==> src/rtl/core/mcg_pkg.sv <==
package mcg_pkg;

  // Sine table depth and the index width that follows from it.
  localparam int unsigned SINE_TABLE_DEPTH = 256;
  localparam int unsigned SINE_IDX_W       = $clog2(SINE_TABLE_DEPTH);

  // Payload and register widths.
  localparam int unsigned CFG_DATA_W  = 32;
  localparam int unsigned CFG_IDX_W   = 3;
  localparam int unsigned PERIOD_W    = 32;
  localparam int unsigned BPB_W       = 6;
  localparam int unsigned COUNT_W     = 5;
  localparam int unsigned LENGTH_W    = 13;
  localparam int unsigned PHASE_W     = 24;
  localparam int unsigned STEP_W      = 23;
  localparam int unsigned ENV_W       = 16;
  localparam int unsigned LEVEL_W     = 15;
  localparam int unsigned SAMPLE_W    = 16;

  // Register indexes on the configuration port.
  localparam logic [CFG_IDX_W-1:0] REG_BEAT_PERIOD   = 3'd0;
  localparam logic [CFG_IDX_W-1:0] REG_BEATS_PER_BAR = 3'd1;
  localparam logic [CFG_IDX_W-1:0] REG_CLICK_LENGTH  = 3'd2;
  localparam logic [CFG_IDX_W-1:0] REG_ACCENT_STEP   = 3'd3;
  localparam logic [CFG_IDX_W-1:0] REG_NORMAL_STEP   = 3'd4;
  localparam logic [CFG_IDX_W-1:0] REG_DECAY_FACTOR  = 3'd5;
  localparam logic [CFG_IDX_W-1:0] REG_CLICK_LEVEL   = 3'd6;
  localparam logic [CFG_IDX_W-1:0] REG_CLICK_ENABLE  = 3'd7;

  // Beat position step per sample: one sample in 1/4096 units.
  localparam logic [PERIOD_W:0] ONE_SAMPLE = 33'd4096;

  // Accent gain 1.4 in Q1.15 with rounding.
  localparam logic [15:0] ACCENT_GAIN = 16'd45875;

  // Odd polynomial coefficients for the quarter-wave sine, Q30.
  localparam logic [63:0] C1 = 64'd1686629713;
  localparam logic [63:0] C3 = 64'd693598669;
  localparam logic [63:0] C5 = 64'd85569306;
  localparam logic [63:0] C7 = 64'd5026995;
  localparam logic [63:0] C9 = 64'd172272;

  typedef struct packed {
    logic beat;
    logic down;
  } beat_info_t;

  typedef logic signed [SAMPLE_W-1:0] sine_tab_t [SINE_TABLE_DEPTH];

  function automatic logic [63:0] mulq30(logic [63:0] a, logic [63:0] b);
    logic [63:0] p;
    p = a * b;
    return p >> 30;
  endfunction

  // Sine of a 24-bit phase, Q1.15, quadrant folded.
  function automatic logic signed [SAMPLE_W-1:0] sine_of_phase(logic [PHASE_W-1:0] p);
    logic [1:0]  q;
    logic [22:0] r;
    logic [63:0] t;
    logic [63:0] t2;
    logic [63:0] acc;
    logic [63:0] s;
    logic [63:0] v;
    q = p[23:22];
    r = {1'b0, p[21:0]};
    if (q[0]) begin
      r = 23'h400000 - r;
    end
    t   = {41'd0, r} << 8;
    t2  = mulq30(t, t);
    acc = C7 - mulq30(t2, C9);
    acc = C5 - mulq30(t2, acc);
    acc = C3 - mulq30(t2, acc);
    acc = C1 - mulq30(t2, acc);
    s   = mulq30(t, acc);
    v   = (s * 64'd32767 + (64'd1 << 29)) >> 30;
    if (v > 64'd32767) begin
      v = 64'd32767;
    end
    return q[1] ? -v[SAMPLE_W-1:0] : v[SAMPLE_W-1:0];
  endfunction

  function automatic sine_tab_t build_sine();
    sine_tab_t   tab;
    logic [63:0] ph;
    for (int i = 0; i < SINE_TABLE_DEPTH; i++) begin
      ph     = (64'(i) << 24) / SINE_TABLE_DEPTH;
      tab[i] = sine_of_phase(ph[PHASE_W-1:0]);
    end
    return tab;
  endfunction

  localparam sine_tab_t SINE_TAB = build_sine();

endpackage

==> src/rtl/core/mcg_sine_rom.sv <==
module mcg_sine_rom (
  input  logic                                clk_i,
  input  logic [mcg_pkg::PHASE_W-1:0]         phase_i,
  output logic signed [mcg_pkg::SAMPLE_W-1:0] sine_o
);
  import mcg_pkg::*;

  localparam int unsigned PROD_W = PHASE_W + 14;

  logic [PROD_W-1:0]     idx_prod;
  logic [SINE_IDX_W-1:0] idx;

  // Scale the phase to the table depth and keep the integer part.
  assign idx_prod = PROD_W'(phase_i) * PROD_W'(SINE_TABLE_DEPTH);
  assign idx      = idx_prod[PHASE_W +: SINE_IDX_W];

  always_ff @(posedge clk_i) begin
    sine_o <= SINE_TAB[idx];
  end

endmodule

==> src/rtl/core/mcg_beat_tracker.sv <==
module mcg_beat_tracker (
  input  logic                          clk_i,
  input  logic                          rst_ni,
  input  logic                          step_i,
  input  logic                          restart_i,
  input  logic [mcg_pkg::PERIOD_W-1:0]  beat_period_i,
  input  logic [mcg_pkg::BPB_W-1:0]     beats_per_bar_i,
  output mcg_pkg::beat_info_t           info_o
);
  import mcg_pkg::*;

  logic [PERIOD_W-1:0] acc_q, acc_d;
  logic [COUNT_W-1:0]  count_q, count_d;
  logic                first_q, first_d;

  logic [PERIOD_W-1:0] acc0;
  logic [COUNT_W-1:0]  count0;
  logic                first0;
  logic [PERIOD_W:0]   sum;
  logic [BPB_W-1:0]    bpb;
  logic [BPB_W-1:0]    next_count;

  always_comb begin
    bpb = beats_per_bar_i;
    if (bpb == '0) begin
      bpb = BPB_W'(1);
    end else if (bpb > BPB_W'(32)) begin
      bpb = BPB_W'(32);
    end

    acc0   = restart_i ? '0 : acc_q;
    count0 = restart_i ? '0 : count_q;
    first0 = restart_i | first_q;

    sum        = {1'b0, acc0} + ONE_SAMPLE;
    next_count = {1'b0, count0} + BPB_W'(1);

    acc_d       = acc0;
    count_d     = count0;
    first_d     = 1'b0;
    info_o.beat = 1'b0;

    if (first0) begin
      info_o.beat = 1'b1;
    end else begin
      if (sum >= {1'b0, beat_period_i}) begin
        sum         = sum - {1'b0, beat_period_i};
        count_d     = (next_count >= bpb) ? '0 : next_count[COUNT_W-1:0];
        info_o.beat = 1'b1;
      end
      acc_d = sum[PERIOD_W-1:0];
    end
    info_o.down = info_o.beat && (count_d == '0);
  end

  always_ff @(posedge clk_i or negedge rst_ni) begin
    if (!rst_ni) begin
      acc_q   <= '0;
      count_q <= '0;
      first_q <= 1'b1;
    end else if (step_i) begin
      acc_q   <= acc_d;
      count_q <= count_d;
      first_q <= first_d;
    end
  end

endmodule

==> src/rtl/core/metronome_click_generator.sv <==
// A sample with a running click goes from transfer to output valid through level, two
// shared-multiplier products, envelope decay and output load (the beat update lands on
// the transfer edge); a silent sample goes straight to output load. One 32x16 multiplier
// does the math; a new sample is taken only once the last reaches the output register.
// Input is taken while a result waits. Reset: beat position, count and click state
// clear, beat zero is armed, registers take defaults (clicks off, 4/4, default tempo).
module metronome_click_generator (
  input  logic                                clk_i,
  input  logic                                rst_ni,
  // Sample tick input
  input  logic                                in_valid_i,
  output logic                                in_stall_o,
  input  logic                                restart_i,
  // Click output
  output logic                                out_valid_o,
  input  logic                                out_stall_i,
  output logic signed [mcg_pkg::SAMPLE_W-1:0] click_sample_o,
  output logic                                beat_start_o,
  output logic                                downbeat_start_o,
  // Configuration write port
  input  logic                                cfg_we_i,
  input  logic [mcg_pkg::CFG_IDX_W-1:0]       cfg_index_i,
  input  logic [mcg_pkg::CFG_DATA_W-1:0]      cfg_data_i
);
  import mcg_pkg::*;

  // Sequencer states.
  localparam logic [2:0] S_IDLE = 3'd0;  // wait for a tick, track the beat
  localparam logic [2:0] S_LVL  = 3'd1;  // accent level via the multiplier
  localparam logic [2:0] S_M1   = 3'd2;  // |sine| * envelope
  localparam logic [2:0] S_M2   = 3'd3;  // * level, round, saturate; advance phase
  localparam logic [2:0] S_M3   = 3'd4;  // envelope * decay
  localparam logic [2:0] S_DONE = 3'd5;  // hand the result to the output register

  localparam int unsigned MUL_A_W = 32;
  localparam int unsigned MUL_B_W = 16;
  localparam int unsigned MUL_P_W = MUL_A_W + MUL_B_W;
  localparam int unsigned PROD_W  = 31;

  // Configuration registers.
  logic [PERIOD_W-1:0] beat_period_q;
  logic [BPB_W-1:0]    beats_per_bar_q;
  logic [LENGTH_W-1:0] click_length_q;
  logic [STEP_W-1:0]   accent_step_q;
  logic [STEP_W-1:0]   normal_step_q;
  logic [ENV_W-1:0]    decay_factor_q;
  logic [LEVEL_W-1:0]  click_level_q;
  logic                click_enable_q;

  // Click state.
  logic [2:0]          state_q, state_d;
  logic [LENGTH_W-1:0] remaining_q, remaining_d;
  logic [PHASE_W-1:0]  phase_q, phase_d;
  logic [ENV_W-1:0]    env_q, env_d;
  logic                accent_q, accent_d;

  // Per-sample work registers.
  logic [LEVEL_W-1:0]  lvl_q, lvl_d;
  logic [PROD_W-1:0]   prod_q, prod_d;
  logic                sneg_q, sneg_d;
  logic [SAMPLE_W-1:0] res_sample_q, res_sample_d;
  logic                res_beat_q, res_beat_d;
  logic                res_down_q, res_down_d;

  // Output register.
  logic                out_valid_q;
  logic [SAMPLE_W-1:0] out_sample_q;
  logic                out_beat_q;
  logic                out_down_q;

  logic                      accept;
  logic                      out_load;
  beat_info_t                binfo;
  logic signed [SAMPLE_W-1:0] sine;
  logic [LEVEL_W-1:0]        sine_mag;
  logic [MUL_A_W-1:0]        mul_a;
  logic [MUL_B_W-1:0]        mul_b;
  logic [MUL_P_W-1:0]        mul_p;
  logic [MUL_P_W-1:0]        rnd;
  logic [SAMPLE_W-1:0]       al;
  logic [SAMPLE_W-1:0]       mag;
  logic [STEP_W-1:0]         step;
  logic [LENGTH_W-1:0]       start_remaining;

  assign accept     = in_valid_i && (state_q == S_IDLE);
  assign in_stall_o = (state_q != S_IDLE);
  assign out_load   = (state_q == S_DONE) && (!out_valid_q || !out_stall_i);

  mcg_beat_tracker u_beat (
    .clk_i          (clk_i),
    .rst_ni         (rst_ni),
    .step_i         (accept),
    .restart_i      (restart_i),
    .beat_period_i  (beat_period_q),
    .beats_per_bar_i(beats_per_bar_q),
    .info_o         (binfo)
  );

  // Table output is a registered copy of the entry for phase_q; phase holds through S_LVL and S_M1.
  mcg_sine_rom u_rom (
    .clk_i  (clk_i),
    .phase_i(phase_q),
    .sine_o (sine)
  );

  // Magnitude of a table entry: entries stay within +-32767.
  assign sine_mag = sine[SAMPLE_W-1] ? LEVEL_W'(-sine) : sine[LEVEL_W-1:0];

  // Shared multiplier: one product per sequencer step.
  always_comb begin
    unique case (state_q)
      S_LVL: begin
        mul_a = MUL_A_W'(click_level_q);
        mul_b = ACCENT_GAIN;
      end
      S_M1: begin
        mul_a = MUL_A_W'(sine_mag);
        mul_b = env_q;
      end
      S_M2: begin
        mul_a = MUL_A_W'(prod_q);
        mul_b = MUL_B_W'(lvl_q);
      end
      S_M3: begin
        mul_a = MUL_A_W'(env_q);
        mul_b = decay_factor_q;
      end
      default: begin
        mul_a = '0;
        mul_b = '0;
      end
    endcase
  end

  assign mul_p = MUL_P_W'(mul_a) * MUL_P_W'(mul_b);

  always_comb begin
    state_d      = state_q;
    remaining_d  = remaining_q;
    phase_d      = phase_q;
    env_d        = env_q;
    accent_d     = accent_q;
    lvl_d        = lvl_q;
    prod_d       = prod_q;
    sneg_d       = sneg_q;
    res_sample_d = res_sample_q;
    res_beat_d   = res_beat_q;
    res_down_d   = res_down_q;
    rnd          = '0;
    al           = '0;
    mag          = '0;
    step         = accent_q ? accent_step_q : normal_step_q;
    start_remaining = remaining_q;

    unique case (state_q)
      S_IDLE: begin
        if (accept) begin
          res_sample_d = '0;
          if (!click_enable_q) begin
            // Disabled: beats still advance, but cut any click and drop the flags.
            start_remaining = '0;
            res_beat_d      = 1'b0;
            res_down_d      = 1'b0;
          end else begin
            res_beat_d = binfo.beat;
            res_down_d = binfo.down;
            if (binfo.beat) begin
              // A new beat replaces whatever click is running.
              start_remaining = click_length_q;
              phase_d         = '0;
              env_d           = {ENV_W{1'b1}};
              accent_d        = binfo.down;
            end
          end
          remaining_d = start_remaining;
          state_d     = (start_remaining != '0) ? S_LVL : S_DONE;
        end
      end
      S_LVL: begin
        al    = SAMPLE_W'((MUL_P_W'(mul_p[30:0]) + MUL_P_W'(16384)) >> 15);
        lvl_d = click_level_q;
        if (accent_q) begin
          lvl_d = al[SAMPLE_W-1] ? {LEVEL_W{1'b1}} : al[LEVEL_W-1:0];
        end
        state_d = S_M1;
      end
      S_M1: begin
        prod_d  = mul_p[PROD_W-1:0];
        sneg_d  = sine[SAMPLE_W-1];
        state_d = S_M2;
      end
      S_M2: begin
        rnd = mul_p + (MUL_P_W'(1) << 30);
        mag = rnd[31 +: SAMPLE_W];
        if (mag[SAMPLE_W-1]) begin
          mag = SAMPLE_W'(32767);
        end
        res_sample_d = sneg_q ? -mag : mag;
        phase_d      = phase_q + PHASE_W'(step);
        remaining_d  = remaining_q - LENGTH_W'(1);
        state_d      = S_M3;
      end
      S_M3: begin
        env_d   = mul_p[ENV_W +: ENV_W];
        state_d = S_DONE;
      end
      S_DONE: begin
        if (out_load) begin
          state_d = S_IDLE;
        end
      end
      default: begin
        state_d = S_IDLE;
      end
    endcase
  end

  // Control and click state.
  always_ff @(posedge clk_i or negedge rst_ni) begin
    if (!rst_ni) begin
      state_q     <= S_IDLE;
      remaining_q <= '0;
      phase_q     <= '0;
      env_q       <= '0;
      accent_q    <= 1'b0;
      out_valid_q <= 1'b0;
    end else begin
      state_q     <= state_d;
      remaining_q <= remaining_d;
      phase_q     <= phase_d;
      env_q       <= env_d;
      accent_q    <= accent_d;
      if (out_load) begin
        out_valid_q <= 1'b1;
      end else if (!out_stall_i) begin
        out_valid_q <= 1'b0;
      end
    end
  end

  // Work and output payload.
  always_ff @(posedge clk_i) begin
    lvl_q        <= lvl_d;
    prod_q       <= prod_d;
    sneg_q       <= sneg_d;
    res_sample_q <= res_sample_d;
    res_beat_q   <= res_beat_d;
    res_down_q   <= res_down_d;
    if (out_load) begin
      out_sample_q <= res_sample_q;
      out_beat_q   <= res_beat_q;
      out_down_q   <= res_down_q;
    end
  end

  // Configuration writes: the user must write only while idle; the block does not check.
  always_ff @(posedge clk_i or negedge rst_ni) begin
    if (!rst_ni) begin
      beat_period_q   <= 32'd98304000;
      beats_per_bar_q <= 6'd4;
      click_length_q  <= 13'd1440;
      accent_step_q   <= 23'd524288;
      normal_step_q   <= 23'd349525;
      decay_factor_q  <= 16'd65384;
      click_level_q   <= 15'd11469;
      click_enable_q  <= 1'b0;
    end else if (cfg_we_i) begin
      unique case (cfg_index_i)
        REG_BEAT_PERIOD:   beat_period_q   <= cfg_data_i[PERIOD_W-1:0];
        REG_BEATS_PER_BAR: beats_per_bar_q <= cfg_data_i[BPB_W-1:0];
        REG_CLICK_LENGTH:  click_length_q  <= cfg_data_i[LENGTH_W-1:0];
        REG_ACCENT_STEP:   accent_step_q   <= cfg_data_i[STEP_W-1:0];
        REG_NORMAL_STEP:   normal_step_q   <= cfg_data_i[STEP_W-1:0];
        REG_DECAY_FACTOR:  decay_factor_q  <= cfg_data_i[ENV_W-1:0];
        REG_CLICK_LEVEL:   click_level_q   <= cfg_data_i[LEVEL_W-1:0];
        REG_CLICK_ENABLE:  click_enable_q  <= cfg_data_i[0];
        default: ;
      endcase
    end
  end

  assign out_valid_o      = out_valid_q;
  assign click_sample_o   = out_sample_q;
  assign beat_start_o     = out_beat_q;
  assign downbeat_start_o = out_down_q;

endmodule
==> config.mk <==
export PLATFORM = sky130hd
export DESIGN_NAME = metronome_click_generator
export DESIGN_NICKNAME = d
export VERILOG_FILES = /design/src/rtl/core/mcg_pkg.sv /design/src/rtl/core/mcg_sine_rom.sv /design/src/rtl/core/mcg_beat_tracker.sv /design/src/rtl/core/metronome_click_generator.sv
export SDC_FILE = /design/constraint.sdc
export NUM_CORES = 2
export LEC_CHECK = 0
export ABC_AREA = 1
export BUFFER_PORTS_ARGS = -buffer_cell sky130_fd_sc_hd__buf_2
export CORE_MARGIN = 1.5
export CORE_UTILIZATION = 45
export CTS_CLUSTER_SIZE = 24
export DETAILED_ROUTE_END_ITERATION = 10
export GPL_TIMING_DRIVEN = 0
export PLACE_DENSITY = 0.65
export REMOVE_ABC_BUFFERS = 1
export SLEW_MARGIN = 20
export SYNTH_ARGS = -nofsm -noshare
export SYNTH_HDL_FRONTEND = slang
export SYNTH_SLANG_ARGS = --single-unit
==> constraint.sdc <==
create_clock -name clk_i -period 12.3 [get_ports clk_i]
set_input_delay 2.46 -clock clk_i [delete_from_list [all_inputs] [get_ports clk_i]]
set_output_delay 2.46 -clock clk_i [all_outputs]
set_load 0.02 [all_outputs]
==> results.json <==
{
  "status": "completed",
  "synth_top_area_share_pct": 21.0,
  "place_congestion": 1.03,
  "end_kind": "register",
  "grt_pass1_wl_um": 206000,
  "hold_ws_ns": 0.403,
  "cts_made_buffers": 39,
  "via_count": 35700,
  "final_util_pct": 49.0,
  "min_path_type": "reg -> reg",
  "portBuffers": 60,
  "clock_sinks": 324,
  "post_cts_resized": 0,
  "synth_area_leaders": "fa_1 (21%), nand2_1 (13%), dfrtp_1 (12%), inv_1 (9.4%), ha_1 (6.6%)",
  "cp_common_cell": "inv_1",
  "worst-path-buf-inv": 13,
  "max-clock-path-buffers": 3,
  "syn_avg_cell_area_um2": 7.26,
  "fin_crit_sh_pct": 87.5,
  "synth_edf_count": 83,
  "insertion_delay_ns": 0.60,
  "first_iter_violations": 3583,
  "syn_area_mm2": 0.0387,
  "cts-root-buf": "clkbuf_16",
  "grt-ovfl-total": 0,
  "slew-limit-headroom_pct": 25.9,
  "clock.fmax_mhz": 92.9,
  "start_util_pct": 45.4,
  "dieWidth_um": 296,
  "wl_per_cell_um": 20.2,
  "period_minus_slack_ns": 10.76,
  "routed_wirelength_um": 131000,
  "holdBufCountCts": 0,
  "synth_ff_type": "dfrtp_1",
  "synth_top_cell_by_area": "fa_1",
  "crit_path_max_incr_delay_ns": 0.57,
  "syn_to_final_growth_pct": 7.92,
  "synth_most_common_cell": "nand2_1",
  "worstReg2RegStart": "u_rom.sine_o[0]",
  "route.detailed.drc": 0,
  "ys_ff_latch": 324,
  "ys_warn_count": 0,
  "grt_pass1_vias": 35100,
  "drive_gt1_share_pct": 6.09,
  "cts-htree-levels": 2,
  "crit_start": "u_rom.sine_o[0]",
  "finClkSkew_ns": 0.0594,
  "crit_path_top_delay_cell": "fa_1",
  "setup-violations-final": 0,
  "ios": 61,
  "post_cts_buffers": 0,
  "firstDrtPassIters": 6,
  "antennaDiodeCount": 0,
  "synth_cell_types": 68,
  "cp_top_family": "adder cells",
  "core_area_mm2": 0.0851,
  "drv_cap": 0,
  "cts_tree": "done",
  "cp.required_ns": 12.63,
  "drv_slew": 0,
  "setup-tns-final_ns": 0,
  "worstSetupPathType": "reg -> reg",
  "grt_max_degree": 92,
  "die_h_um": 296,
  "hold_viol": 0,
  "dieArea_mm2": 0.0877,
  "grt_usage_pct": 30.5,
  "hpwl_um": 101000,
  "ys_async_sr_fraction_pct": 69.4,
  "rows": 107,
  "cp_data_arrival_time_ns": 11.09,
  "synthTopCellsByCount": "nand2_1 (1292), inv_1 (965), nor2_1 (617)",
  "via_per_inst": 5.52,
  "hold_start": "res_down_q",
  "clk_pin_slew_ns": 0.06,
  "syn_inst": 5326,
  "cp-start-kind": "register",
  "route.antenna.remaining_nets": 0,
  "path_max_fanout": 17,
  "grt_antenna_before_repair": 0,
  "rrSetupSlack_ns": 1.54,
  "final_nets": 5945,
  "worst_pin_slew_ns": 1.11,
  "synth.yosys.seq_area_share_pct": 22.0,
  "grt_setup_unrepaired": "no"
}
-- registers in the layout, indices dropped and copies added (netlist names), 23 cells and up --
name,cells
phase_q,24
prod_q,31
beat_period_q,32
normal_step_q,23
u_beat.acc_q,32
accent_step_q,23
-- cells by family (layout without fill, tap and decap cells) --
logic type | after synthesis | after routing | share of synthesized area [%]
compound gates | 854 | 854 | 12.9
flops | 324 | 324 | 22.0
fa+ha+maj | 611 | 611 | 27.7
xor+xnor | 98 | 98 | 2.26
buf+inv | 1180 | 1165 | 11.5
simple gates | 2257 | 2257 | 23.7
other cells | 2 | 15 | 0.0194
-- worst reg2reg max path, delay by kind of cell (launching register included) --
kind	cells	cell delay (ns)
buffers and inverters	13	1.52
AND/OR/NAND/NOR	24	3.85
adder cells (fa/ha/maj)	10	4.23
flip-flops	1	0.31
AO/OA/AOI/OAI	3	0.62
-- through the flow --
stage | std cells | setup slack (ns) | area, um2
final | 6468 | 1.54 | 41700
after detailed placement | 6396 | 1.77 | 40400
after global routing | 6468 | 0.765 | 41700
after global placement | 6361 | -8.78 | 39700
after CTS | 6468 | 1.64 | 41700
after floorplan | 5157 | -0.414 | 38000
-- worst paths after layout --
check                           cells after the start                 to
max in group asynchronous                           2   click_level_q[7]
worst min-delay path                                0   downbeat_start_o
worst max-delay path                               50    res_sample_q[8]
min in group asynchronous                           1  accent_step_q[14]
worst max register to register                     50    res_sample_q[8]
worst min register to register                      0   downbeat_start_o
-- metal layers --
metal	global-route usage [%]	share of wire, %	wire, um
met5	0	0	0
met4	10.9	3.8	4980
met3	4.80	8.4	11000
met2	47.0	44	57700
met1	43.3	44	57200
-- layout make-up --
type                       instances  area, um2
inverter                         998       3750
fill                            8591      43400
tap                             1144       1430
sequential                       324       8510
clock inverter                    23        283
multi-input combinational       3835      25900
timing repair buffer              95        812
clock buffer                      49       1050
-- cells in the final DEF, fill, tap and decap left out, drive strengths merged, types with 5 or more instances in the layout --
cell	synthesis	layout
a32oi	9	9
o2111ai	7	7
dfrtp	182	182
o311ai	11	11
ha	205	205
o211ai	32	32
a21o	7	7
o21ai	362	362
or2	10	10
a211oi	7	7
o21a	6	6
a21boi	5	5
clkbuf	160	49
a221oi	18	18
edfxtp	83	83
xor2	63	63
a31oi	19	19
nor4	16	16
inv	973	977
nand2	1311	1311
conb	2	15
a22oi	18	18
buf	22	95
a22o	12	12
o221ai	21	21
a21oi	247	247
o21bai	15	15
o31ai	19	19
nand3	179	179
clkinv	25	38
dfstp	43	43
fa	406	406
nand3b	5	5
nor3	50	50
xnor2	35	35
nand4	37	37
dfxtp	16	16
nor2	643	643
o22ai	25	25
Power is not shown: default switching activity piles up to over one toggle a cycle in this logic, so the estimate is an artifact.
